[src/rtl/assert_macros.svh]
// Assertion macros used by the RTL. The clock is clk and the reset is rst_n.
`ifndef ASSERT_MACROS_SVH
`define ASSERT_MACROS_SVH
`ifndef SYNTHESIS
// Implication checked in the same cycle.
`define GN_ASSERT_IMPLY(lbl, ante, cons, msg) \
  lbl: assert property (@(posedge clk) disable iff (!rst_n) (ante) |-> (cons)) \
    else $error(msg);
// Implication checked in the next cycle.
`define GN_ASSERT_NEXT(lbl, ante, cons, msg) \
  lbl: assert property (@(posedge clk) disable iff (!rst_n) (ante) |=> (cons)) \
    else $error(msg);
`else
`define GN_ASSERT_IMPLY(lbl, ante, cons, msg)
`define GN_ASSERT_NEXT(lbl, ante, cons, msg)
`endif
`endif

[src/rtl/gn_sqrt.sv]
`default_nettype none
module gn_sqrt (
  input  wire logic        clk,
  input  wire logic        rst_n,
  input  wire logic        start,
  input  wire logic [47:0] radicand,
  output      logic        done,
  output      logic [23:0] root
);

  logic [47:0] rad_r;
  logic [25:0] rem_r;
  logic [23:0] root_r;
  logic [4:0]  cnt_r;
  logic        busy_r;
  logic        done_r;
  logic [27:0] remsh;
  logic [27:0] trial;
  logic        ge;

  // Two radicand bits a step, one root bit out.
  assign remsh = {rem_r, rad_r[47:46]};
  assign trial = {2'b00, root_r, 2'b01};
  assign ge    = remsh >= trial;

  always_ff @(posedge clk) begin
    if (!rst_n) begin
      busy_r <= 1'b0;
      done_r <= 1'b0;
    end else begin
      done_r <= 1'b0;
      if (start) begin
        busy_r <= 1'b1;
      end else if (busy_r && cnt_r == 5'd23) begin
        busy_r <= 1'b0;
        done_r <= 1'b1;
      end
    end
    if (start) begin
      rad_r  <= radicand;
      rem_r  <= '0;
      root_r <= '0;
      cnt_r  <= '0;
    end else if (busy_r) begin
      rad_r  <= {rad_r[45:0], 2'b00};
      rem_r  <= ge ? 26'(remsh - trial) : remsh[25:0];
      root_r <= {root_r[22:0], ge};
      cnt_r  <= cnt_r + 1'b1;
    end
  end

  assign done = done_r;
  assign root = root_r;

endmodule
`default_nettype wire

[config.mk]
export PLATFORM = sky130hd
export DESIGN_NAME = gn_sqrt
export DESIGN_NICKNAME = d
export VERILOG_FILES = /design/src/rtl/assert_macros.svh /design/src/rtl/gn_sqrt.sv
export SDC_FILE = /design/constraint.sdc
export NUM_CORES = 1
export LEC_CHECK = 0
export ABC_AREA = 1
export BUFFER_PORTS_ARGS = -buffer_cell sky130_fd_sc_hd__buf_4
export CELL_PAD_IN_SITES_DETAIL_PLACEMENT = 1
export CELL_PAD_IN_SITES_GLOBAL_PLACEMENT = 2
export CORE_MARGIN = 1.5
export CORE_UTILIZATION = 33
export CTS_BUF_LIST = sky130_fd_sc_hd__clkbuf_16
export CTS_CLUSTER_SIZE = 12
export DETAILED_ROUTE_END_ITERATION = 10
export PLACE_DENSITY = 0.85
export REMOVE_ABC_BUFFERS = 1
export SYNTH_ARGS = -nofsm -noshare
export SYNTH_HDL_FRONTEND = slang
export SYNTH_SLANG_ARGS = --single-unit
[constraint.sdc]
create_clock -name clk -period 3.7 [get_ports clk]
set_input_delay 0.37 -clock clk [delete_from_list [all_inputs] [get_ports clk]]
set_output_delay 0.37 -clock clk [all_outputs]
set_load 0.01 [all_outputs]
## Word level (Yosys, flattened, before mapping)

Index checks and enable logic that the tools add are counted.
W data, S select, Z words.

| storage, ports and cells | value |
|---|---|
| flip-flop bits (word level) | 105 |
| output and inout port bits | 25 |

| operators by class | value |
|---|---|
| bitwise logic cells | 1 |
| reduce and logical (&&, ||, !) cells | 4 |
| eq/ne operators | 1 |
| magnitude comparators | 1 |
| add/subtract/negate cells | 2 |
| multiplexer cells | 6 |

Operators by type and width:

| kind | count |
|---|---|
| $mux W48 | 2 |
| $ge A28 B26 Y1 | 1 |
| $mux W26 | 1 |
| $sub A26 B26 Y26 | 1 |
| $add A5 B1 Y5 const B | 1 |
| $eq A5 B5 Y1 const B | 1 |
| $reduce_bool A2 Y1 | 2 |
| $mux W1 | 3 |
| $reduce_or A2 Y1 | 1 |
| $logic_and A1 B1 Y1 | 1 |
| $not A1 Y1 | 1 |

## Depth between registers and ports, before layout

| depth | value |
|---|---|
| depth in word-level cells | 4 |
| gate-level depth with buffers | 16 |

## Worst setup path before layout

OpenSTA, ideal clock, no wires.

| timing path | value |
|---|---|
| path type | input-to-reg |
| from | input start |
| to | register rad_r[0] (enable) |
| cell stages on the path | 4 |
| arrival | 2518 ps |
| buffers on the path | 2 |
| path slack | 751 ps |
| cells stage by stage | clkbuf_1 > nor2_1 > inv_1 > clkbuf_1 |

| on the way | value |
|---|---|
| word-level cells in the longest chain between the ends | 1 |

Ends and longest elaborated chain:

| what | RTL line | source |
|---|---|---|
| from (decl) | gn_sqrt.sv:5 | `input wire logic start,` |
| $reduce_bool A2 Y1 (no line) | n/a |  |
| to (signal assigned) | gn_sqrt.sv:40 | `rad_r <= radicand;` |
| to (signal assigned) | gn_sqrt.sv:45 | `rad_r <= {rad_r[45:0], 2'b00};` |
| to (decl) | gn_sqrt.sv:11 | `logic [47:0] rad_r;` |

No other way between the ends.
A chain may end at the register's enable or synchronous reset.

## Worst setup path in the final report

| timing path | value |
|---|---|
| from | register root_r[1], in the netlist root[1] |
| to | register rem_r[17] |

| on the way | value |
|---|---|
| word-level cells in the longest chain between the ends | 2 |

Ends and longest elaborated chain:

| what | RTL line | source |
|---|---|---|
| from (decl) | gn_sqrt.sv:13 | `logic [23:0] root_r;` |
| from (signal assigned) | gn_sqrt.sv:47 | `root_r <= {root_r[22:0], ge};` |
| $sub A26 B26 Y26 or $ge A28 B26 Y1 (tied branches) | gn_sqrt.sv:46, gn_sqrt.sv:24 |  |
| $mux W26 (*) | gn_sqrt.sv:46 | `rem_r <= ge ? 26'(remsh - trial) : remsh[25:0];` |
| to (signal assigned) | gn_sqrt.sv:46 |  |
| to (decl) | gn_sqrt.sv:12 | `logic [25:0] rem_r;` |

Every way passes the cells marked *; elsewhere a longest branch is shown, timed or not.

==> flow_metrics.env <==
export IMPL_antenna_found_initial=0
export IMPL_ys_warn_count=0
export IMPL_cts_buffer_depth=2
export IMPL_synth_avg_cell_area_um2=7.04
export IMPL_wl_per_cell_um=14.2
export IMPL_grt_first_pass_wirelength_um=28200
export IMPL_gr_total_overflow=0
export IMPL_cts_sinks=105
export IMPL_postRouteAntennaNets=0
export IMPL_initial_core_util_pct=33.7
export IMPL_hold_path_class="input port to register"
export IMPL_drt_initial_drc_count=222
export IMPL_final_hold_violation_count=0
export IMPL_skew_ns=0.0133
export IMPL_grt_max_degree=61
export IMPL_io_buffers=75
export IMPL_synthCells=864
export IMPL_rsz0062_at_grt="no"
export IMPL_layout_nets=1010
export IMPL_cts_tree="built"
export IMPL_die_h_um=139
export IMPL_top_usage_layer="met2"
export IMPL_rr_worst_depth=11
export IMPL_timing_critical_path_to_type="register"
export IMPL_layout_commonest_cell="nand2_1"
export IMPL_std_cell_rows=49
export IMPL_min_to="rem_r[25]"
export IMPL_drc=0
export IMPL_utilization_pct=39.7
export IMPL_final_layout_size_suffix_gt1_share_pct=12.5
export IMPL_status="complete, no violations"
export IMPL_grtUsageMet2_pct=29.9
export IMPL_dp_final_hpwl_um=12500
export IMPL_worstPathMaxFanout=11
export IMPL_design_area_um2=7160
export IMPL_ctsResizeCount=0
export IMPL_post_route_period_util_pct=68.6
export IMPL_worstSkewPairLatency_ns=0.36
export IMPL_hp_start="start"
export IMPL_post_cts_buffers=0
export IMPL_place_congestion=0.822
export IMPL_placed_area_um2=6870
export IMPL_report_final_setup_viol=0
export IMPL_wirelength_um=16600
export IMPL_irDropWorstVdd_mv=0.445
export IMPL_path_clk_slew_ns=0.08
export IMPL_dr_pass1_iters=4
export IMPL_grt_use_total_pct=18.1
export IMPL_r2r_end="rem_r[17]"
export IMPL_cp_arrival_ns=2.84
export IMPL_rrSetupSlack_ns=1.16
export IMPL_cp_start_kind="register"
export IMPL_max_freq_mhz=394
export IMPL_dieWidth_um=139
export IMPL_syn_to_final_growth_pct=17.9
export IMPL_finalCriticalPeriod_ns=2.54
export IMPL_maxCapViolCount=0
export IMPL_antenna_cells=0
export IMPL_worst_pin_slew_ns=0.811
export IMPL_num_vias=5459
export IMPL_h_tree_depth=3
export IMPL_synth_cell_area_um2=6080
export IMPL_worstPathRequired_ns=4.00
export IMPL_rr_startpoint="root[1]"
export IMPL_total_power_mw=6.41
export IMPL_powerDensity_nw_per_um2=895
export IMPL_slew_headroom_pct=45.8
export IMPL_via_per_inst=4.68
export IMPL_met1_usage_pct=24.3
export IMPL_coreArea_um2=18000
export IMPL_die_area_um2=19200
export IMPL_ys_ff_latch=105
export IMPL_critPathKind="register to register"
export IMPL_fin_setup_tns_ns=0
export IMPL_num_io_pins=76
export IMPL_use_met3_pct=4.45
export IMPL_grt_pass1_vias=5612
export IMPL_final_cell_mix="356 x nand2_1, 126 x inv_1, 80 x buf_4, 64 x nor2_1, 57 x dfxtp_1"
export IMPL_cts_hold_buf=0
export IMPL_ys_types=34
export IMPL_cts_root_buf="clkbuf_16"
export IMPL_hold_path_cell_count=2
export IMPL_finalMaxSlewViolations=0
export IMPL_cts_buffers=9
export IMPL_p_leak_nw=3.58
export IMPL_synth_seq_area_share_pct=42.5
-- critical path, stage by stage (launching register included) --
cell	delay (ns)
dfxtp_1	0.34
inv_1	0.08
ha_1	0.38
a21oi_1	0.17
nand2_1	0.15
nand3_1	0.11
nand3_2	0.13
nand2_2	0.14
nand4_1	0.49
o21ai_0	0.36
nor2_1	0.07
nor2_1	0.08
-- cells by family (layout without fill, tap and decap cells) --
family / after synthesis / count (layout) / synth area share, %
and+or+nand+nor: 482 / 482 / 32.3
buffers and inverters: 154 / 227 / 9.90
DFF: 105 / 105 / 42.5
AOI/OAI and AO/OA: 81 / 81 / 7.64
adders and majority gates: 27 / 27 / 5.56
xor gates and xnor gates: 15 / 15 / 2.16
-- power by group --
group | leakage [nW] | switching [mW] | internal (mW)
sequential | 0.957 | 0.101 | 1.39
clock | 0.141 | 0.501 | 0.476
combinational | 2.49 | 2.68 | 1.26
-- flip-flops by register name, summed over array words and instances (netlist names) --
signal / flops
rad_r: 48
busy_r: 1
cnt_r: 5
rem_r: 26
done: 1
root: 24
-- cell type report --
class,instances,area (um2)
inverter,130,488
fill,2338,10900
sequential,105,2580
timing repair buffer,81,621
clock buffer,9,225
tap,229,287
multi-input combinational,605,2890
clock inverter,7,67.6
-- per-stage QoR --
stage	std cells	hold slack (ns)	setup slack [ns]
after global placement	1150	0.463	1.14
after global routing	1166	0.216	0.844
after floorplan	840	0.439	1.17
final	1166	0.217	1.16
after CTS	1166	0.203	1.11
after detailed placement	1150	0.464	1.13
-- how the worst max path moves through the flow --
| stage | start | endpoint | slack [ns] | cells past startpoint |
|---|---|---|---|---|
| after global routing | root[0] | rem_r[20] | 0.84 | 12 |
| final | root[1] | rem_r[17] | 1.16 | 11 |
| after global placement | root[1] | rem_r[20] | 1.14 | 12 |
| after detailed placement | root[17] | rem_r[17] | 1.13 | 11 |
| after floorplan | busy_r | rad_r[0] | 1.17 | 2 |
| after CTS | root[1] | rem_r[17] | 1.11 | 11 |
-- Yosys cell counts, drive strengths merged --
cell type / number / area share [%]
and2: 1 / 0.10
o21ai: 24 / 2.0
ha: 27 / 5.6
dfxtp: 57 / 19
nand3: 30 / 2.8
nand2: 360 / 22
nor3: 7 / 0.74
inv: 130 / 8.0
o22ai: 23 / 2.4
a21oi: 27 / 2.5
clkbuf: 19 / 1.2
xnor2: 12 / 1.7
nand4: 9 / 0.93
nor2: 70 / 4.7
edfxtp: 48 / 24
a31oi: 2 / 0.21
or2: 1 / 0.10
buf: 5 / 0.70
nand3b: 4 / 0.49
a21o: 1 / 0.12
o211ai: 4 / 0.49
xor2: 3 / 0.43
-- metal layers --
layer | vias to the layer above | part of all wire (%)
li1 | 2845 | -
met1 | 2510 | 48
met2 | 87 | 47
met3 | 17 | 4.4
met4 | 0 | 1.2
met5 | - | 0
(Power assumes the default switching activity.)
