--- src/rtl/assert_macros.svh ---
// Assertion macros used by the RTL. The clock is clk and the reset is rst_n.
`ifndef ASSERT_MACROS_SVH
`define ASSERT_MACROS_SVH
`ifndef SYNTHESIS
// Implication checked in the same cycle.
`define GN_ASSERT_IMPLY(lbl, ante, cons, msg) \
  lbl: assert property (@(posedge clk) disable iff (!rst_n) (ante) |-> (cons)) \
    else $error(msg);
// Implication checked in the next cycle.
`define GN_ASSERT_NEXT(lbl, ante, cons, msg) \
  lbl: assert property (@(posedge clk) disable iff (!rst_n) (ante) |=> (cons)) \
    else $error(msg);
`else
`define GN_ASSERT_IMPLY(lbl, ante, cons, msg)
`define GN_ASSERT_NEXT(lbl, ante, cons, msg)
`endif
`endif

--- src/rtl/gn_pkg.sv ---
`default_nettype none
package gn_pkg;

  localparam int GROUP_MAX = 64;
  localparam int ADDR_W    = $clog2(GROUP_MAX);
  localparam int CNT_W     = ADDR_W + 1;
  localparam int ENTRY_W   = 48;

  // Divider geometry: remainder, shifted dividend and iteration count.
  localparam int DIV_REM_W  = 32;
  localparam int DIV_LO_W   = 52;
  localparam int DIV_ITER_W = 6;
  localparam logic [DIV_ITER_W-1:0] DIV_VAR_ITERS = 6'd52;
  localparam logic [DIV_ITER_W-1:0] DIV_OUT_ITERS = 6'd16;

  // Configuration register indexes.
  localparam logic [0:0] CFG_AFFINE  = 1'b0;
  localparam logic [0:0] CFG_EPSILON = 1'b1;

  typedef enum logic [4:0] {
    S_LOAD, S_N2, S_N3, S_VAR, S_VDIV, S_VDIVW, S_SQRT, S_SQRTW, S_DEN,
    S_ORD, S_OD, S_OMUL, S_OSUM, S_OPRE, S_ODIV, S_OEMIT
  } gn_state_t;

  typedef struct packed {
    logic                  start;
    logic [DIV_REM_W-1:0]  rem_init;
    logic [DIV_LO_W-1:0]   dividend;
    logic [DIV_ITER_W-1:0] iters;
    logic [DIV_REM_W-1:0]  divisor;
  } div_req_t;

endpackage
`default_nettype wire

--- src/rtl/gn_div.sv ---
`default_nettype none
module gn_div
  import gn_pkg::*;
(
  input  wire logic                clk,
  input  wire logic                rst_n,
  input  wire div_req_t            req,
  output      logic                done,
  output      logic [DIV_LO_W-1:0] quot
);

  logic [DIV_REM_W-1:0]  rem_r, rem_nxt;
  logic [DIV_LO_W-1:0]   lo_r, lo_nxt;
  logic [DIV_REM_W-1:0]  dvs_r;
  logic [DIV_ITER_W-1:0] cnt_r, cnt_nxt;
  logic                  busy_r, busy_nxt;
  logic                  done_r, done_nxt;
  logic [DIV_REM_W:0]    trial;
  logic                  ge;

  // One restoring step a cycle: a dividend bit in, a quotient bit out.
  assign trial = {rem_r, lo_r[DIV_LO_W-1]};
  assign ge    = trial >= {1'b0, dvs_r};

  always_comb begin
    rem_nxt  = rem_r;
    lo_nxt   = lo_r;
    cnt_nxt  = cnt_r;
    busy_nxt = busy_r;
    done_nxt = 1'b0;
    if (req.start) begin
      rem_nxt  = req.rem_init;
      lo_nxt   = req.dividend;
      cnt_nxt  = req.iters;
      busy_nxt = 1'b1;
    end else if (busy_r) begin
      rem_nxt = ge ? DIV_REM_W'(trial - {1'b0, dvs_r}) : trial[DIV_REM_W-1:0];
      lo_nxt  = {lo_r[DIV_LO_W-2:0], ge};
      cnt_nxt = cnt_r - 1'b1;
      if (cnt_r == DIV_ITER_W'(1)) begin
        busy_nxt = 1'b0;
        done_nxt = 1'b1;
      end
    end
  end

  always_ff @(posedge clk) begin
    if (!rst_n) begin
      busy_r <= 1'b0;
      done_r <= 1'b0;
    end else begin
      busy_r <= busy_nxt;
      done_r <= done_nxt;
    end
    rem_r <= rem_nxt;
    lo_r  <= lo_nxt;
    cnt_r <= cnt_nxt;
    if (req.start) begin
      dvs_r <= req.divisor;
    end
  end

  assign done = done_r;
  assign quot = lo_r;

endmodule
`default_nettype wire

--- config.mk ---
export PLATFORM = sky130hd
export DESIGN_NAME = gn_div
export DESIGN_NICKNAME = d
export VERILOG_FILES = /design/src/rtl/assert_macros.svh /design/src/rtl/gn_pkg.sv /design/src/rtl/gn_div.sv
export SDC_FILE = /design/constraint.sdc
export NUM_CORES = 1
export LEC_CHECK = 0
export CAP_MARGIN = 20
export CORE_MARGIN = 8
export CORE_UTILIZATION = 45
export CTS_BUF_LIST = sky130_fd_sc_hd__clkbuf_4 sky130_fd_sc_hd__clkbuf_8
export CTS_CLUSTER_SIZE = 40
export DETAILED_ROUTE_END_ITERATION = 6
export DONT_BUFFER_PORTS = 1
export SYNTH_ARGS = -nofsm -noshare
export SYNTH_HDL_FRONTEND = slang
export SYNTH_SLANG_ARGS = --single-unit
--- constraint.sdc ---
create_clock -name clk -period 6.3 [get_ports clk]
set_clock_uncertainty 0.1 [all_clocks]
set_input_delay 0.945 -clock clk [delete_from_list [all_inputs] [get_ports clk]]
set_output_delay 0.945 -clock clk [all_outputs]
set_load 0.03 [all_outputs]
* Word-level counts from Yosys, hierarchy flattened
Index checks and enable logic that the tools add are counted.
** Storage, ports and cells
- Register bits after elaboration :: 124
- Bits of input ports :: 125
- Output and inout port bits :: 53
- Word-level logic and storage cells :: 25
** Operators by class
- $add $sub $neg :: 2
- Magnitude comparators :: 1
- Eq/ne operators :: 1
- Mux-type cells :: 11
- Bitwise logic cells :: 2
- Reduce and logical (&&, ||, !) cells :: 2
** Operators with widths (number)
- 52-bit 2-to-1 mux :: 2
- 32-bit 2-to-1 mux :: 3
- 33-bit by 32-bit >= comparator with 1-bit output :: 1
- 32-bit subtractor :: 1
- 6-bit 2-to-1 mux :: 2
- 6-bit by 1-bit == test with 1-bit output (second input constant) :: 1
- 6-bit by 1-bit subtractor with 6-bit output (second input constant) :: 1
- 1-bit 2-to-1 mux :: 4
- 3-bit OR reduction :: 1
- 1-bit NOT :: 2
- 2-bit nonzero test :: 1

* Logic depth before layout (Yosys ltp)
- Word-level depth :: 4
- Depth in mapped cells :: 13
- Depth with buffers taken out :: 12

* Least setup slack after synthesis
No wires, ideal clock.
- Kind :: register -> register
- From :: reg lo_r[51] (netlist: quot[51])
- To :: reg rem_r[28], data pin
- Library setup time :: 0.270 ns
- Arrival time :: 2.771 ns
- Data required time :: 5.930 ns
- Slack :: 3.159 ns
- Stages on the path, launching flop included :: 13
- Path buffers :: 0
- Clock period less this slack :: 3.141 ns
- Cells stage by stage :: edfxtp_1 inv_1 ha_1 inv_1 fa_1 a21o_1 a221oi_2 o211ai_1 a21o_1 a21o_1 a211oi_1 xor2_1 a22oi_1
** On the way
- Longest elaborated chain between the ends :: 4
- Elaborated cells on any way between the ends :: 5
- Those cells by class :: 1 x add/sub; 1 x order compare; 3 x mux
** Ends and longest elaborated chain
- from (decl) :: line gn_div.sv:13 : logic [DIV_LO_W-1:0] lo_r, lo_nxt;
- from (signal assigned) :: line gn_div.sv:56 : lo_r <= lo_nxt;
- 32-bit subtractor / 33-bit by 32-bit >= comparator with 1-bit output (equally long branches) :: line gn_div.sv:37, gn_div.sv:23
- 32-bit 2-to-1 mux (*) :: line gn_div.sv:37 : rem_nxt = ge ? DIV_REM_W'(trial - {1'b0, dvs_r}) : trial[DIV_REM_W-1:0];
- 32-bit 2-to-1 mux (*) :: line gn_div.sv:36 : end else if (busy_r) begin
- 32-bit 2-to-1 mux (*) :: line gn_div.sv:31 : if (req.start) begin
- via rem_nxt[28] :: line gn_div.sv:12 : logic [DIV_REM_W-1:0] rem_r, rem_nxt;
- to (signal assigned) :: line gn_div.sv:55 : rem_r <= rem_nxt;
- to (decl) :: line gn_div.sv:12
The timed path passes the listed nets; every way through them passes the cells marked *. The select of a mux whose other input is x is not followed.
A chain may end at the register's enable or synchronous reset.

* Final worst setup path
- From :: reg rem_r[21]
- To :: reg rem_r[11], data pin
** On the way
- Longest elaborated chain between the ends :: 4
** Ends and longest elaborated chain
- 33-bit by 32-bit >= comparator with 1-bit output :: line gn_div.sv:23 : assign ge = trial >= {1'b0, dvs_r};
- 32-bit 2-to-1 mux :: line gn_div.sv:37
- 32-bit 2-to-1 mux :: line gn_div.sv:36
- 32-bit 2-to-1 mux :: line gn_div.sv:31
- via rem_nxt[11] :: line gn_div.sv:12
The timed path passes the listed nets, and every way through them passes these cells. The select of a mux whose other input is x is not followed.

==> run_results.csv <==
group,metric,value,unit
run_status,status,"complete, no violations",
pwr,peakVddDrop,0.0002422,V
synth,synth_warnings,0,
clocking,clkTransAtPathRegs,0.09,ns
sta,maxClockFrequency,271.3,MHz
cells_and_area,antennaDiodeCount,0,
cells_and_area,drive_gt1_share,15.69,%
synth,async_reset_ff_share,0,%
synth,ys_seq_area_share,51.17,%
clocking,clockRootBuffer,"clkbuf_8",
synth,synth.distinct_cells,61,
cells_and_area,postLayoutCoreUtil,49.11,%
synth,synth_top_area_share,50.61,%
route,met2_length,8.438,mm
critical_path,path_class,"register to register",
clocking,hold_buffers,0,
sta,drv_slew,0,
synth,synth_flop_cell,"edfxtp_1",
critical_path,path_delay_family,"simple AND/OR/NAND/NOR gates",
placed_design,place.gp.congestion,0.8496,
sta,hold_viol,0,
critical_path,startpoint_type,"register",
clocking,tritoncts,"yes",
global_routing,antenna_found_initial,2,
floorplan,die_area,0.02040,sq mm
cells_and_area,nNetsFinal,778,
clocking,htree_num_levels,4,
placed_design,place_inst,815,
floorplan,rows,46,
critical_path,cp.arrival,3.76,ns
route,drt_iter0_drc,223,
route,viasPerCell,5.678,
critical_path,critPathBufInv,1,
synth,synth_edf_count,122,
synth,ys_top_cells_by_count,"edfxtp_1, nand2_1, mux2_2",
route,wl_per_cell,20.70,microns
global_routing,gr-total-overflow,0,
sta,timing.final.crit_period,3.686,ns
synth,yosysMostFrequentCell,"edfxtp_1",
sta,worst_slew_margin_rel,39.10,%
sta,whs,0.3621,ns
route,firstDrtPassIters,5,
sta,period_share,58.51,%
hold_path,hp-class,"register to register",
placed_design,hpwlAfterDp,12.70,mm
critical_path,crit_fanout,13,
sta,finalSetupViolations,0,
synth,synth_fp_nets,791,
route,drtAntennaViolNets,0,
clocking,ctsResizeCount,0,
route,drt_wl_total,17.53,mm
cells_and_area,fin_cells,847,
route,highest_layer,"met5",
job,max-cap-violations,0,
global_routing,grt_pass1_vias,5202,
cells_and_area,final_cell_area,0.007774,sq mm
clocking,cts_max_path_buffers,2,
clocking,clock_latency,0.45,ns
synth,synth_largest_area_cell,"edfxtp_1",
sta,rsz0062_at_grt,"false",
route,post-route-drc-count,0,
synth,synth_seq_cells,124,
floorplan,core,0.01583,sq mm
route,wl_met1,6.972,mm
global_routing,grt_usage,17.63,%
global_routing,grt_max_degree,152,
placed_design,placed_cell_area,0.007338,sq mm
synth,syn_area,0.007238,sq mm
clocking,clock-sinks,124,
synth,syn_avg_cell_area,11.47,sq um
critical_path,crit_path_cell_trace,"ha_1, nand4_2, or3_1, or3_4, o211ai_4, o21a_1, buf_4, mux2i_1, a21oi_1",
pwr,power_density,405.5,mW/mm^2
sta,worst_slew_pin_slew,0.9135,ns
floorplan,die_h,142.8,microns
sta,fin_tns_setup,0,ns
global_routing,grt_pass1_wl,27.88,mm
cells_and_area,fill_cells,1439,
critical_path,cp.required,6.38,ns
route,dr_wl_met3,1.882,mm
critical_path,cp-end-kind,"register",
synth,syn_inst,631,
cells_and_area,area_delta_synth_final,7.399,%
placed_design,port_buffers,0,
floorplan,ios,178,
route,vias,4809,
critical_path,slowest_delay,0.59,ns
critical_path,crit_slowest_cell,"o21a_1",
floorplan,die_w,142.8,microns
clocking,postCtsSetupRepairBufs,0,
floorplan,initial_core_util,45.73,%
pwr,p_leak,0.003072,uW
synth,synth_area_leaders,"edfxtp_1, mux2_2, ha_1, mux2i_1, nand2_1",
clocking,cts_buffers,17,
registers in the layout, summed over array words and instances (netlist names):
| signal | cells |
|---|---|
| cnt_r | 6 |
| dvs_r | 32 |
| rem_r | 32 |
| quot | 52 |
| busy_r | 1 |
| done | 1 |
cells in the final DEF, fill, tap and decap left out, types with 3 or more instances in the layout:
cell type and instances:
a2111oi_0 3, a211oi_1 4, a21o_1 26, a21oi_1 36
a221o_1 3, a2bb2oi_1 3, a31oi_1 5, and3_1 8
bufinv_16 3, clkbuf_8 17, edfxtp_1 122, ha_1 34
inv_1 41, inv_6 6, inv_8 3, mux2_2 52
mux2i_1 20, nand2_1 53, nand2b_1 4, nand3_1 6
nand4_1 10, nor2_1 22, nor2b_1 3, nor3_1 10
nor4b_1 4, o211ai_1 9, o21a_1 5, o21ai_0 35
o21ai_1 13, or3_1 4, xnor2_1 18, xor2_1 11
routing by layer:
metal | vias to the layer above | GRT usage, %
met2 | 170 | 28.76
li1 | 2333 | -
met4 | 4 | 5.145
met5 | - | 0
met1 | 2283 | 19.51
met3 | 19 | 9.482
logic make-up (layout without fill, tap and decap cells):
logic type,count (synthesis),after routing,share of synthesized area [%]
adders and majority gates,35,35,6.154
buffers and inverters,76,76,4.771
xor gates and xnor gates,29,29,3.509
DFF,124,124,51.17
AOI/OAI and AO/OA,162,162,14.57
muxes,72,72,10.86
and+or+nand+nor,133,133,8.971
path summary, 6_finish.rpt:
check	start	endpoint	slack, ns	depth (start not counted)
min	busy_r	done	0.36	2
max reg2reg	rem_r[21]	rem_r[11]	2.61	9
min reg2reg	busy_r	done	0.36	2
max	rem_r[21]	rem_r[11]	2.61	9
stage by stage:
step           worst slack [ns]  total power, uW
3_3_place_gp              2.686             2370
2_1_floorplan             3.159             2199
5_1_grt                   2.400             3353
3_5_place_dp              2.618             2387
4_1_cts                   2.598             3179
6_report                  2.614             3152
power by group:
part | switching, uW | total, uW | internal, uW | leakage (uW)
Sequential | 154 | 1230 | 1080 | 0.00124
Clock | 371 | 779 | 408 | 0.000218
Combinational | 648 | 1140 | 491 | 0.00162
Total | 1170 | 3150 | 1980 | 0.00307
worst min-delay path: stages, from the launching register on:
cell and delay (ns):
dfxtp_1 0.32, nand2_1 0.06, nor2_1 0.04
area by class of cell:
class / instances / area, sq um / area share (%)
clock inverter: 15 / 201.4 / 2.591
sequential: 124 / 3704 / 47.64
inverter: 42 / 157.7 / 2.028
clock buffer: 17 / 234.0 / 3.010
timing repair buffer: 2 / 15.01 / 0.1931
tap: 216 / 270.3 / 3.477
multi-input combinational: 431 / 3192 / 41.06
Power figures use the tool's default switching activity.
