### config.mk
export PLATFORM = sky130hd
export DESIGN_NAME = gn_ram
export DESIGN_NICKNAME = d
export VERILOG_FILES = /design/src/rtl/assert_macros.svh /design/src/rtl/gn_ram.sv
export SDC_FILE = /design/constraint.sdc
export NUM_CORES = 1
export LEC_CHECK = 0
export ABC_CLOCK_PERIOD_IN_PS = 1730
export BUFFER_PORTS_ARGS = -buffer_cell sky130_fd_sc_hd__buf_2
export CAP_MARGIN = 10
export CORE_ASPECT_RATIO = 0.5
export CORE_UTILIZATION = 40
export DETAILED_ROUTE_END_ITERATION = 10
export SLEW_MARGIN = 10
export SYNTH_ARGS = -nofsm -noshare
export SYNTH_HDL_FRONTEND = slang
export SYNTH_SLANG_ARGS = --single-unit
### constraint.sdc
create_clock -name clk -period 1.73 [get_ports clk]
set_input_delay 0.0865 -clock clk [delete_from_list [all_inputs] [get_ports clk]]
set_output_delay 0.0865 -clock clk [all_outputs]
set_load 0.02 [all_outputs]
### src/rtl/assert_macros.svh
// Assertion macros used by the RTL. The clock is clk and the reset is rst_n.
`ifndef ASSERT_MACROS_SVH
`define ASSERT_MACROS_SVH
`ifndef SYNTHESIS
// Implication checked in the same cycle.
`define GN_ASSERT_IMPLY(lbl, ante, cons, msg) \
  lbl: assert property (@(posedge clk) disable iff (!rst_n) (ante) |-> (cons)) \
    else $error(msg);
// Implication checked in the next cycle.
`define GN_ASSERT_NEXT(lbl, ante, cons, msg) \
  lbl: assert property (@(posedge clk) disable iff (!rst_n) (ante) |=> (cons)) \
    else $error(msg);
`else
`define GN_ASSERT_IMPLY(lbl, ante, cons, msg)
`define GN_ASSERT_NEXT(lbl, ante, cons, msg)
`endif
`endif

### src/rtl/gn_ram.sv
`default_nettype none
module gn_ram #(
  parameter int WIDTH = 8,
  parameter int DEPTH = 64
) (
  input  wire logic                     clk,
  input  wire logic                     we,
  input  wire logic [$clog2(DEPTH)-1:0] waddr,
  input  wire logic [WIDTH-1:0]         wdata,
  input  wire logic                     re,
  input  wire logic [$clog2(DEPTH)-1:0] raddr,
  output      logic [WIDTH-1:0]         rdata
);

  logic [WIDTH-1:0] mem [DEPTH];

  // One write port and one registered read port.
  always_ff @(posedge clk) begin
    if (we) begin
      mem[waddr] <= wdata;
    end
    if (re) begin
      rdata <= mem[raddr];
    end
  end

endmodule
`default_nettype wire

## Yosys cells after proc, flatten, opt, wreduce, memory -nomap -nowiden

Memory sizes are Yosys's and may differ from the RTL's. A register that Yosys moved wholly into a read port is not among the register bits.
Index checks and enable logic that the tools add are counted.

- Multiplexer cells: 2

Operators by type and width:

| operator | count |
|---|---|
| two-way mux 1 bit | 2 |

- Memory bits (writable): 512
- Output and inout port bits: 8
- Memories: 1
- Bits of input ports: 23
- Logic and storage cells: 3
- Flip-flop bits (word level): 0

Memory list:

| memory | words | bits a word | read ports | clocked after memory_dff | wr ports | RTL line | text |
|---|---|---|---|---|---|---|---|
| mem | 64 | 8 | 1 | 1 | 1 | gn_ram.sv:15 | `logic [WIDTH-1:0] mem [DEPTH];` |

## Longest topological paths before layout

Gate-level depths: netlist (run 1).

- Depth after elaboration: 2
- Mapped depth: 9
- Mapped depth without buffers: 5

## Least setup slack after synthesis (run 1)

OpenSTA, ideal clock, no wires.

- Path type: input port to flip-flop
- Start: input raddr[1]
- End: register rdata[3] (read register of mem), data pin
- Data arrival time: 1.626 ns
- Library setup time: 0.266 ns
- Path slack: -0.163 ns
- Stages: 7
- Required time: 1.464 ns
- Cell sequence: buf_4 -> buf_2 -> buf_2 -> mux4_2 -> mux4_2 -> o21ai_1 -> o41ai_1

RTL lines:

| element | RTL line | text |
|---|---|---|
| start, declared | gn_ram.sv:11 | `input wire logic [$clog2(DEPTH)-1:0] raddr,` |
| end, declared | gn_ram.sv:12 | `output logic [WIDTH-1:0] rdata` |

==> results.sh, run 1 <==
export IMPL_status="complete, but fails checks"
export IMPL_violations="setup timing"
export IMPL_fin_crit_sh_pct=116
export IMPL_criticalPathCategory="reg -> reg"
export IMPL_cap_violations=0
export IMPL_min_to="rdata[2]"
export IMPL_port_buffers=30
export IMPL_synth_edff_count=520
export IMPL_post_route_drc_count=0
export IMPL_vias_per_cell=5.52
export IMPL_die_area_um2=51600
export IMPL_finClkSkew_ns=0.0158
export IMPL_numCtsBuffers=48
export IMPL_drive_gt1_share_pct=35.9
export IMPL_critPathLaunch="mem[21][6]"
export IMPL_die_width_um=320
export IMPL_grt_pass1_vias=10273
export IMPL_cts_htree_levels=2
export IMPL_ys_seq_area_share_pct=77.1
export IMPL_synthArstFlopShare_pct=0
export IMPL_max_vdd_ir_drop_mv=0.616
export IMPL_critical_path_top_delay_family="multiplexers"
export IMPL_cts_sinks=520
export IMPL_drv_slew=0
export IMPL_final_nets=1151
export IMPL_hold_path_depth=3
export IMPL_hold_viol=0
export IMPL_cp_end_kind="flip-flop"
export IMPL_cp_start_kind="flip-flop"
export IMPL_min_path_type="in -> reg"
export IMPL_drt_total_wl_mm=46.6
export IMPL_dp_slack_ns=-0.570
export IMPL_cts_root_buf="clkbuf_16"
export IMPL_arrival_ns=2.28
export IMPL_setup_ws_ns=-0.272
export IMPL_clk_pin_slew_worst_paths_ns=0.06
export IMPL_grt_antenna_before_repair=1
export IMPL_clockBufferDepth=3
export IMPL_overflow=0
export IMPL_utilization_pct=48.8
export IMPL_r2r_cells=5
export IMPL_drt_iter0_drc=1015
export IMPL_synth_cell_area_um2=20200
export IMPL_gp_congestion=0.843
export IMPL_die_y_um=161
export IMPL_hp_start="raddr[5]"
export IMPL_slew_headroom_pct=21.6
export IMPL_setup_violations=8
export IMPL_netlist_instances=940
export IMPL_hpwl_mm=29.8
export IMPL_p_total_w=0.0263
export IMPL_wl_per_cell_um=25.7
export IMPL_r2r_start="mem[21][6]"
export IMPL_fin_crit_ns=2.00
export IMPL_worstMarginPinSlew_ns=1.18
export IMPL_critPathMaxFanout=1
export IMPL_crit_required_ns=2.01
export IMPL_grt_max_degree=65
export IMPL_rsz0062_at_grt="yes"
export IMPL_antenna_left=0
export IMPL_fmax_ghz=0.499
export IMPL_yosys_register_bits=520
export IMPL_critPathSlowestCell="mux4_2"
export IMPL_total_leakage_power_nw=7.80
export IMPL_core_area_um2=49200
export IMPL_max_stage_delay_ns=0.47
export IMPL_syn2layout_area_growth_pct=18.7
export IMPL_ys_types=39
export IMPL_reg2reg_slack_ns=-0.27
export IMPL_firstDrtPassIters=5
export IMPL_num_rows=57
export IMPL_crit_buf_inv=0
export IMPL_grt_total_usage_pct=18.4
export IMPL_cts_tree="built"
export IMPL_ys_warn_count=0
export IMPL_ys_flop_type="edfxtp_1"
export IMPL_grt_pass1_wl_mm=69.0
export IMPL_rr_endpoint="rdata[6]"
export IMPL_power_per_cell_area_nw_per_um2=1090
export IMPL_io_pins=31
export IMPL_crit_chain="mux4_2 > mux2_4 > o221a_4 > nor3_4 > o32ai_2"
export IMPL_vias=10022
export IMPL_avgSynthCellArea_um2=21.5
export IMPL_finalHoldWorstSlack_ns=0.0804
export IMPL_post_cts_setup_buffers=0
export IMPL_start_util_pct=41.1
export IMPL_syn_nets=963
export IMPL_worstSkewPairLatency_ns=0.57
## worst max path at each step
stage	end	slack, ns	depth (start not counted)
final	rdata[6]	-0.27	5
after CTS	rdata[6]	-0.29	5
after global routing	rdata[6]	-0.31	5
after global placement	rdata[7]	-0.54	6
after floorplan	rdata[4]	-0.06	5
after detailed placement	rdata[6]	-0.57	7
## synth_stat cells, types with 3 or more instances
master | instances | share of area [%]
a21oi_1 | 3 | 0.074
nor3_1 | 7 | 0.17
a211oi_1 | 4 | 0.15
nor2_1 | 83 | 1.5
buf_4 | 13 | 0.48
buf_1 | 4 | 0.074
o2111ai_1 | 3 | 0.13
clkbuf_1 | 17 | 0.32
mux4_2 | 126 | 14
mux2_2 | 13 | 0.72
nand3b_1 | 3 | 0.11
a22oi_1 | 3 | 0.11
nor2b_1 | 14 | 0.43
nand2b_1 | 7 | 0.22
o22ai_1 | 8 | 0.25
o221ai_1 | 8 | 0.35
buf_2 | 11 | 0.27
mux2i_1 | 23 | 1.1
o2bb2ai_1 | 3 | 0.13
edfxtp_1 | 520 | 77
nand2_1 | 19 | 0.35
a221oi_1 | 6 | 0.26
nand3_1 | 13 | 0.32
buf_6 | 4 | 0.22
## sequential cells by signal (all words and copies together), names as in the netlist
| register | cells |
|---|---|
| mem | 512 |
| rdata | 8 |
## through the flow
step	TNS [ns]	instance area, um2	instances
floorplan	-0.273	20400	940
global placement	-3.77	22300	1725
detailed placement	-3.94	22300	1725
CTS	-1.65	24000	1813
global route	-2.05	24000	1815
finish	-1.63	24000	1815
## power breakdown
group	switching, W	total (W)	internal, W
Combinational	0.000878	0.00152	0.000639
Clock	0.00454	0.0108	0.00623
Sequential	0.0000368	0.0140	0.0140
Total	0.00545	0.0263	0.0208
## logic make-up (layout without fill, tap and decap cells)
logic type	Yosys count	after routing	synth area share (%)
other	0	1	0
muxes	162	162	15.9
buffers and inverters	51	276	1.56
AOI/OAI and AO/OA	54	54	2.06
DFF	520	520	77.1
and+or+nand+nor	153	153	3.37
## worst reg2reg max path, stage by stage, from the launching register on
cell,delay (ns)
edfxtp_1,0.37
mux4_2,0.47
mux2_4,0.28
o221a_4,0.27
nor3_4,0.19
o32ai_2,0.13
## cell usage in the layout, fill, tap and decap left out, types with 14 or more instances in the layout
cell,count
buf_12,14
buf_2,24
buf_4,148
clkbuf_16,49
edfxtp_1,520
mux2i_1,23
mux4_2,126
nand2_1,19
nor2_1,80
nor2b_1,14
## final cells by class
type,instances,area [um2]
antenna,1,2.50
fill,3927,25200
timing repair buffer,189,1550
sequential,520,15600
multi-input combinational,369,4470
tap,649,812
clock inverter,32,340
clock buffer,55,1250
## per-layer routing
layer  track usage [%]  share of wire, %
met5             0.556                 0
met1              25.6                43
met2              29.7                48
met3              4.09               7.2
met4              4.83               2.0
## what timing repair did
action | in CTS | in global routing
setup endpoints to repair | 8 | 8
pin swaps | 6 | 1
gates resized for setup | 20 | 5
hold endpoints to repair | 8 | 15
hold buffers | 1 | 1
(Power assumes the default switching activity.)
==> run 2, diff against run 1 <==
PLACE_DENSITY_LB_ADDON = 0.05   (was unset)
==> results.sh, run 2 (synthesis results as in run 1) <==
export IMPL_status="complete, but fails checks"
export IMPL_violations="setup timing"
export IMPL_die_y_um=161
export IMPL_drive_gt1_share_pct=35.5
export IMPL_fin_crit_ns=1.97
export IMPL_highest_layer="met4"
export IMPL_total_leakage_power_nw=7.75
export IMPL_port_buffers=30
export IMPL_gp_congestion=0.779
export IMPL_final_nets=1151
export IMPL_cap_violations=0
export IMPL_min_to="mem[18][5]"
export IMPL_most_common_layout_cells="520 x edfxtp_1, 151 x buf_4, 126 x mux4_2"
export IMPL_numCtsBuffers=46
export IMPL_overflow=0
export IMPL_slew_headroom_pct=47.3
export IMPL_fin_crit_sh_pct=114
export IMPL_reg_top3="mem: 512 flops, rdata: 8 flops"
export IMPL_grt_total_usage_pct=19.5
export IMPL_critPathSlowestCell="mux4_2"
export IMPL_syn2layout_area_growth_pct=18.3
export IMPL_wl_met2_mm=22.2
export IMPL_reg2reg_slack_ns=-0.24
export IMPL_p_sw_w=0.00544
export IMPL_core_area_um2=49200
export IMPL_io_pins=31
export IMPL_antenna_cells=0
export IMPL_crit_required_ns=2.05
export IMPL_min_path_type="in -> reg"
export IMPL_start_util_pct=41.1
export IMPL_cts_htree_levels=2
export IMPL_clk_pin_slew_worst_paths_ns=0.06
export IMPL_vias_per_cell=5.47
export IMPL_swShare_pct=20.8
export IMPL_drv_slew=0
export IMPL_firstDrtPassIters=5
export IMPL_worstMarginPinSlew_ns=0.791
export IMPL_drt_iter0_drc=945
export IMPL_antenna_left=0
export IMPL_pwr_share_comb_pct=5.9
export IMPL_finalHoldWorstSlack_ns=0.0942
export IMPL_grt_max_degree=65
export IMPL_finClkSkew_ns=0.0104
export IMPL_p_int_w=0.0207
export IMPL_worstSkewPairLatency_ns=0.56
export IMPL_regMostFlops="mem"
export IMPL_crit_chain="mux4_2 > mux2_4 > a221oi_2 > buf_4 > o2bb2ai_4"
export IMPL_cp_start_kind="flip-flop"
export IMPL_hp_start="wdata[5]"
export IMPL_die_area_um2=51600
export IMPL_largest_register_ffs=512
export IMPL_cts_tree="built"
export IMPL_layout_commonest_cell="edfxtp_1"
export IMPL_rr_endpoint="rdata[1]"
export IMPL_clockBufferDepth=3
export IMPL_post_route_drc_count=0
export IMPL_power_per_cell_area_nw_per_um2=1090
export IMPL_drt_total_wl_mm=49.0
export IMPL_max_vdd_ir_drop_mv=0.691
export IMPL_cts_sinks=520
export IMPL_hold_path_depth=1
export IMPL_grt_antenna_before_repair=1
export IMPL_fmax_ghz=0.508
export IMPL_setup_ws_ns=-0.239
export IMPL_p_total_w=0.0261
export IMPL_clockPowerShare_pct=40.5
export IMPL_criticalPathCategory="reg -> reg"
export IMPL_grt_pass1_wl_mm=71.7
export IMPL_max_stage_delay_ns=0.52
export IMPL_r2r_cells=5
export IMPL_num_rows=57
export IMPL_die_width_um=320
export IMPL_r2r_start="mem[46][1]"
export IMPL_wl_met3_mm=2.42
export IMPL_wl_per_cell_um=27.0
export IMPL_hold_viol=0
export IMPL_critPathMaxFanout=1
export IMPL_vias=9907
export IMPL_dp_cells=1728
export IMPL_setup_violations=8
export IMPL_final_cells=1812
export IMPL_hpwl_mm=32.0
export IMPL_cts_root_buf="clkbuf_16"
export IMPL_power_share_sequential_pct=53.6
export IMPL_rsz0062_at_grt="yes"
export IMPL_met1_length_mm=23.7
export IMPL_grt_pass1_vias=10232
export IMPL_cp_end_kind="flip-flop"
export IMPL_arrival_ns=2.29
[run 2: cell types whose count changed in the layout (fill, tap and decap cells not counted), moves of 2 or more]
| cell | change |
|---|---|
| clkinv_1 | -2 |
| clkinv_2 | -4 |
| a2111oi_2 | -2 |
| clkbuf_1 | +5 |
| buf_2 | +2 |
| buf_12 | -2 |
| nor2_2 | +2 |
| buf_4 | +3 |
[run 2: worst max-delay path by stage]
stage / start / endpoint / slack, ns / cells past startpoint
2_1_floorplan: mem[21][4] / rdata[4] / -0.06 / 5
3_3_place_gp: raddr[0] / rdata[4] / -0.56 / 7
3_5_place_dp: raddr[0] / rdata[4] / -0.58 / 7
4_1_cts: mem[7][1] / rdata[1] / -0.23 / 5
5_1_grt: mem[44][1] / rdata[1] / -0.29 / 5
6_report: mem[46][1] / rdata[1] / -0.24 / 5
[run 2: worst max-delay path, delay by kind of cell (launching register included)]
kind	cells	cell delay [ns]
flip-flops	1	0.37
multiplexers	2	0.81
buffers and inverters	1	0.22
AO/OA/AOI/OAI	2	0.31
[run 2: repair_timing]
item,CTS,global route
pin swaps,6,0
resized for setup,19,3
endpoints found under the hold margin,8,0
endpoints found under the setup margin,8,8
setup buffers,0,0
hold buffers,1,0
[run 2: power by group through the flow]
| stage | logic, W | registers [W] | clock network (W) |
|---|---|---|---|
| 2_1_floorplan | 0.000773 | 0.0143 | 0 |
| 3_3_place_gp | 0.00150 | 0.0143 | 0 |
| 3_5_place_dp | 0.00152 | 0.0143 | 0 |
| 4_1_cts | 0.00156 | 0.0140 | 0.0108 |
| 5_1_grt | 0.00165 | 0.0140 | 0.0114 |
| 6_report | 0.00155 | 0.0140 | 0.0106 |
[run 2: metrics by stage]
stage               worst slack, ns  setup TNS, ns  util (%)  cell area [um2]
floorplan                   -0.0583         -0.273         -            20400
global placement             -0.563          -4.08      45.3            22300
detailed placement           -0.581          -4.15      45.3            22300
CTS                          -0.226          -1.66      48.6            23900
global route                 -0.286          -2.08      48.7            23900
finish                       -0.239          -1.69      48.7            23900
[run 2: final cells by class]
cell class / count / area [um2]
fill: 4071 / 25300
timing repair buffer: 191 / 1530
clock inverter: 23 / 264
tap: 649 / 812
clock buffer: 60 / 1270
sequential: 520 / 15600
multi-input combinational: 369 / 4460
[run 2: routing by layer]
metal  vias up  track usage (%)
li1       4302                -
met1      5313             30.0
met3        55             3.47
met2       237             29.4
met4         0             3.63
met5         -                0
==> run 3, diff against run 2 <==
==> constraint.sdc (replaced) <==
create_clock -name clk -period 1.73 [get_ports clk]
set_input_delay 0.173 -clock clk [delete_from_list [all_inputs] [get_ports clk]]
set_output_delay 0.173 -clock clk [all_outputs]
set_load 0.02 [all_outputs]
==> results.sh, run 3 (synthesis results as in run 1) <==
export IMPL_status="complete, but fails checks"
export IMPL_violations="setup timing"
export IMPL_fin_crit_ns=1.99
export IMPL_p_total_w=0.0261
export IMPL_critPathMaxFanout=1
export IMPL_post_cts_setup_buffers=0
export IMPL_worstMarginPinSlew_ns=0.782
export IMPL_layout_commonest_cell="edfxtp_1"
export IMPL_overflow=0
export IMPL_grt_use_met3_pct=3.06
export IMPL_dpl_cell_area_um2=22400
export IMPL_firstDrtPassIters=5
export IMPL_gp_congestion=0.816
export IMPL_arrival_ns=2.29
export IMPL_port_buffers=30
export IMPL_vias_per_cell=5.45
export IMPL_rsz0062_at_grt="yes"
export IMPL_cts_root_buf="clkbuf_16"
export IMPL_max_stage_delay_ns=0.48
export IMPL_total_leakage_power_nw=7.81
export IMPL_fin_tns_setup_ns=-1.83
export IMPL_crit_chain="mux4_2 > mux2_4 > o221a_4 > nor3_2 > buf_4 > o32ai_1"
export IMPL_grt_most_used_layer="met1"
export IMPL_grt_total_usage_pct=19.5
export IMPL_max_vdd_ir_drop_mv=0.810
export IMPL_grt_util_met1_pct=30.0
export IMPL_met2_usage_pct=29.9
export IMPL_clk_pin_slew_worst_paths_ns=0.07
export IMPL_min_path_type="in -> reg"
export IMPL_critPathSlowestCell="mux4_2"
export IMPL_drt_iter0_drc=907
export IMPL_dp_slack_ns=-0.801
export IMPL_num_rows=57
export IMPL_hpwl_mm=31.9
export IMPL_core_area_um2=49200
export IMPL_regMostFlops="mem"
export IMPL_die_width_um=320
export IMPL_fillers=4055
export IMPL_drt_total_wl_mm=48.9
export IMPL_grt_pass1_vias=10464
export IMPL_io_pins=31
export IMPL_critical_path_top_delay_family="multiplexers"
export IMPL_clockBufferDepth=3
export IMPL_cp_start_kind="flip-flop"
export IMPL_numCtsBuffers=48
export IMPL_most_common_layout_cells="520 x edfxtp_1, 160 x buf_4, 126 x mux4_2"
export IMPL_setup_violations=8
export IMPL_seq_area_um2=15600
export IMPL_crit_required_ns=2.03
export IMPL_power_per_cell_area_nw_per_um2=1090
export IMPL_worstSkewPairLatency_ns=0.56
export IMPL_cts_sinks=520
export IMPL_grt_pass1_wl_mm=72.6
export IMPL_die_area_um2=51600
export IMPL_grt_antenna_before_repair=1
export IMPL_finalHoldWorstSlack_ns=0.137
export IMPL_reg_top3="mem: 512 flops, rdata: 8 flops"
export IMPL_criticalPathCategory="reg -> reg"
export IMPL_final_nets=1166
export IMPL_finClkSkew_ns=0.0124
export IMPL_syn2layout_area_growth_pct=18.8
export IMPL_vias=9965
export IMPL_cts_tree="built"
export IMPL_drive_gt1_share_pct=35.8
export IMPL_post_route_drc_count=0
export IMPL_hold_viol=0
export IMPL_cts_htree_levels=2
export IMPL_fmax_ghz=0.501
export IMPL_setup_ws_ns=-0.265
export IMPL_grt_max_degree=65
export IMPL_cap_violations=0
export IMPL_crit_buf_inv=1
export IMPL_final_area_um2=24100
export IMPL_wl_per_cell_um=26.8
export IMPL_antenna_left=0
export IMPL_largest_register_ffs=512
export IMPL_fin_crit_sh_pct=115
export IMPL_cp_end_kind="flip-flop"
export IMPL_multiInputGateArea_um2=4460
export IMPL_die_y_um=161
export IMPL_drv_slew=0
export IMPL_start_util_pct=41.1
export IMPL_slew_headroom_pct=47.9
[run 3: final timing paths]
| kind | slack (ns) | start | end | cells after the start |
|---|---|---|---|---|
| hold / removal | 0.14 | wdata[1] | mem[20][1] | 2 |
| hold reg to reg | 0.94 | mem[31][4] | rdata[4] | 3 |
| setup reg to reg | -0.26 | mem[24][4] | rdata[4] | 6 |
| setup / recovery | -0.26 | mem[24][4] | rdata[4] | 6 |
[run 3: repair_timing]
item / 4_1_cts / 5_1_grt
endpoints found under the setup margin: 8 / 8
hold buffers: 1 / 0
endpoints found under the hold margin: 8 / 0
gates resized for setup: 25 / 6
pin swaps: 7 / 0
[run 3: metrics by stage]
step / utilization (%) / cells
floorplan: - / 940
global placement: 45.5 / 1741
detailed placement: 45.5 / 1741
CTS: 48.8 / 1826
global route: 48.9 / 1826
finish: 48.9 / 1827
[run 3: layout make-up]
type                            count  share of cell area, %
Tap cell                          649                   3.37
Sequential cell                   520                   64.9
Clock inverter                     26                   1.11
Timing Repair Buffer              204                   6.83
Antenna cell                        1                 0.0104
Clock buffer                       58                   5.24
Multi-Input combinational cell    369                   18.5
[run 3: worst reg2reg max path, delay by kind of cell (launching register included)]
kind                   cells  cell delay (ns)
buffers and inverters      1             0.16
flip-flops                 1             0.38
AND/OR/NAND/NOR            1             0.10
multiplexers               2             0.76
AO/OA/AOI/OAI              2             0.34
[run 3: routing by layer]
layer / vias up / share of wire, %
met5: - / 0
met4: 0 / 1.5
met3: 64 / 4.7
met2: 214 / 46
met1: 5354 / 48
li1: 4333 / -
[run 3: report_power, final]
part	switching (W)	internal, W
clock	0.00462	0.00593
combinational	0.000902	0.000654
sequential	0.0000381	0.0140
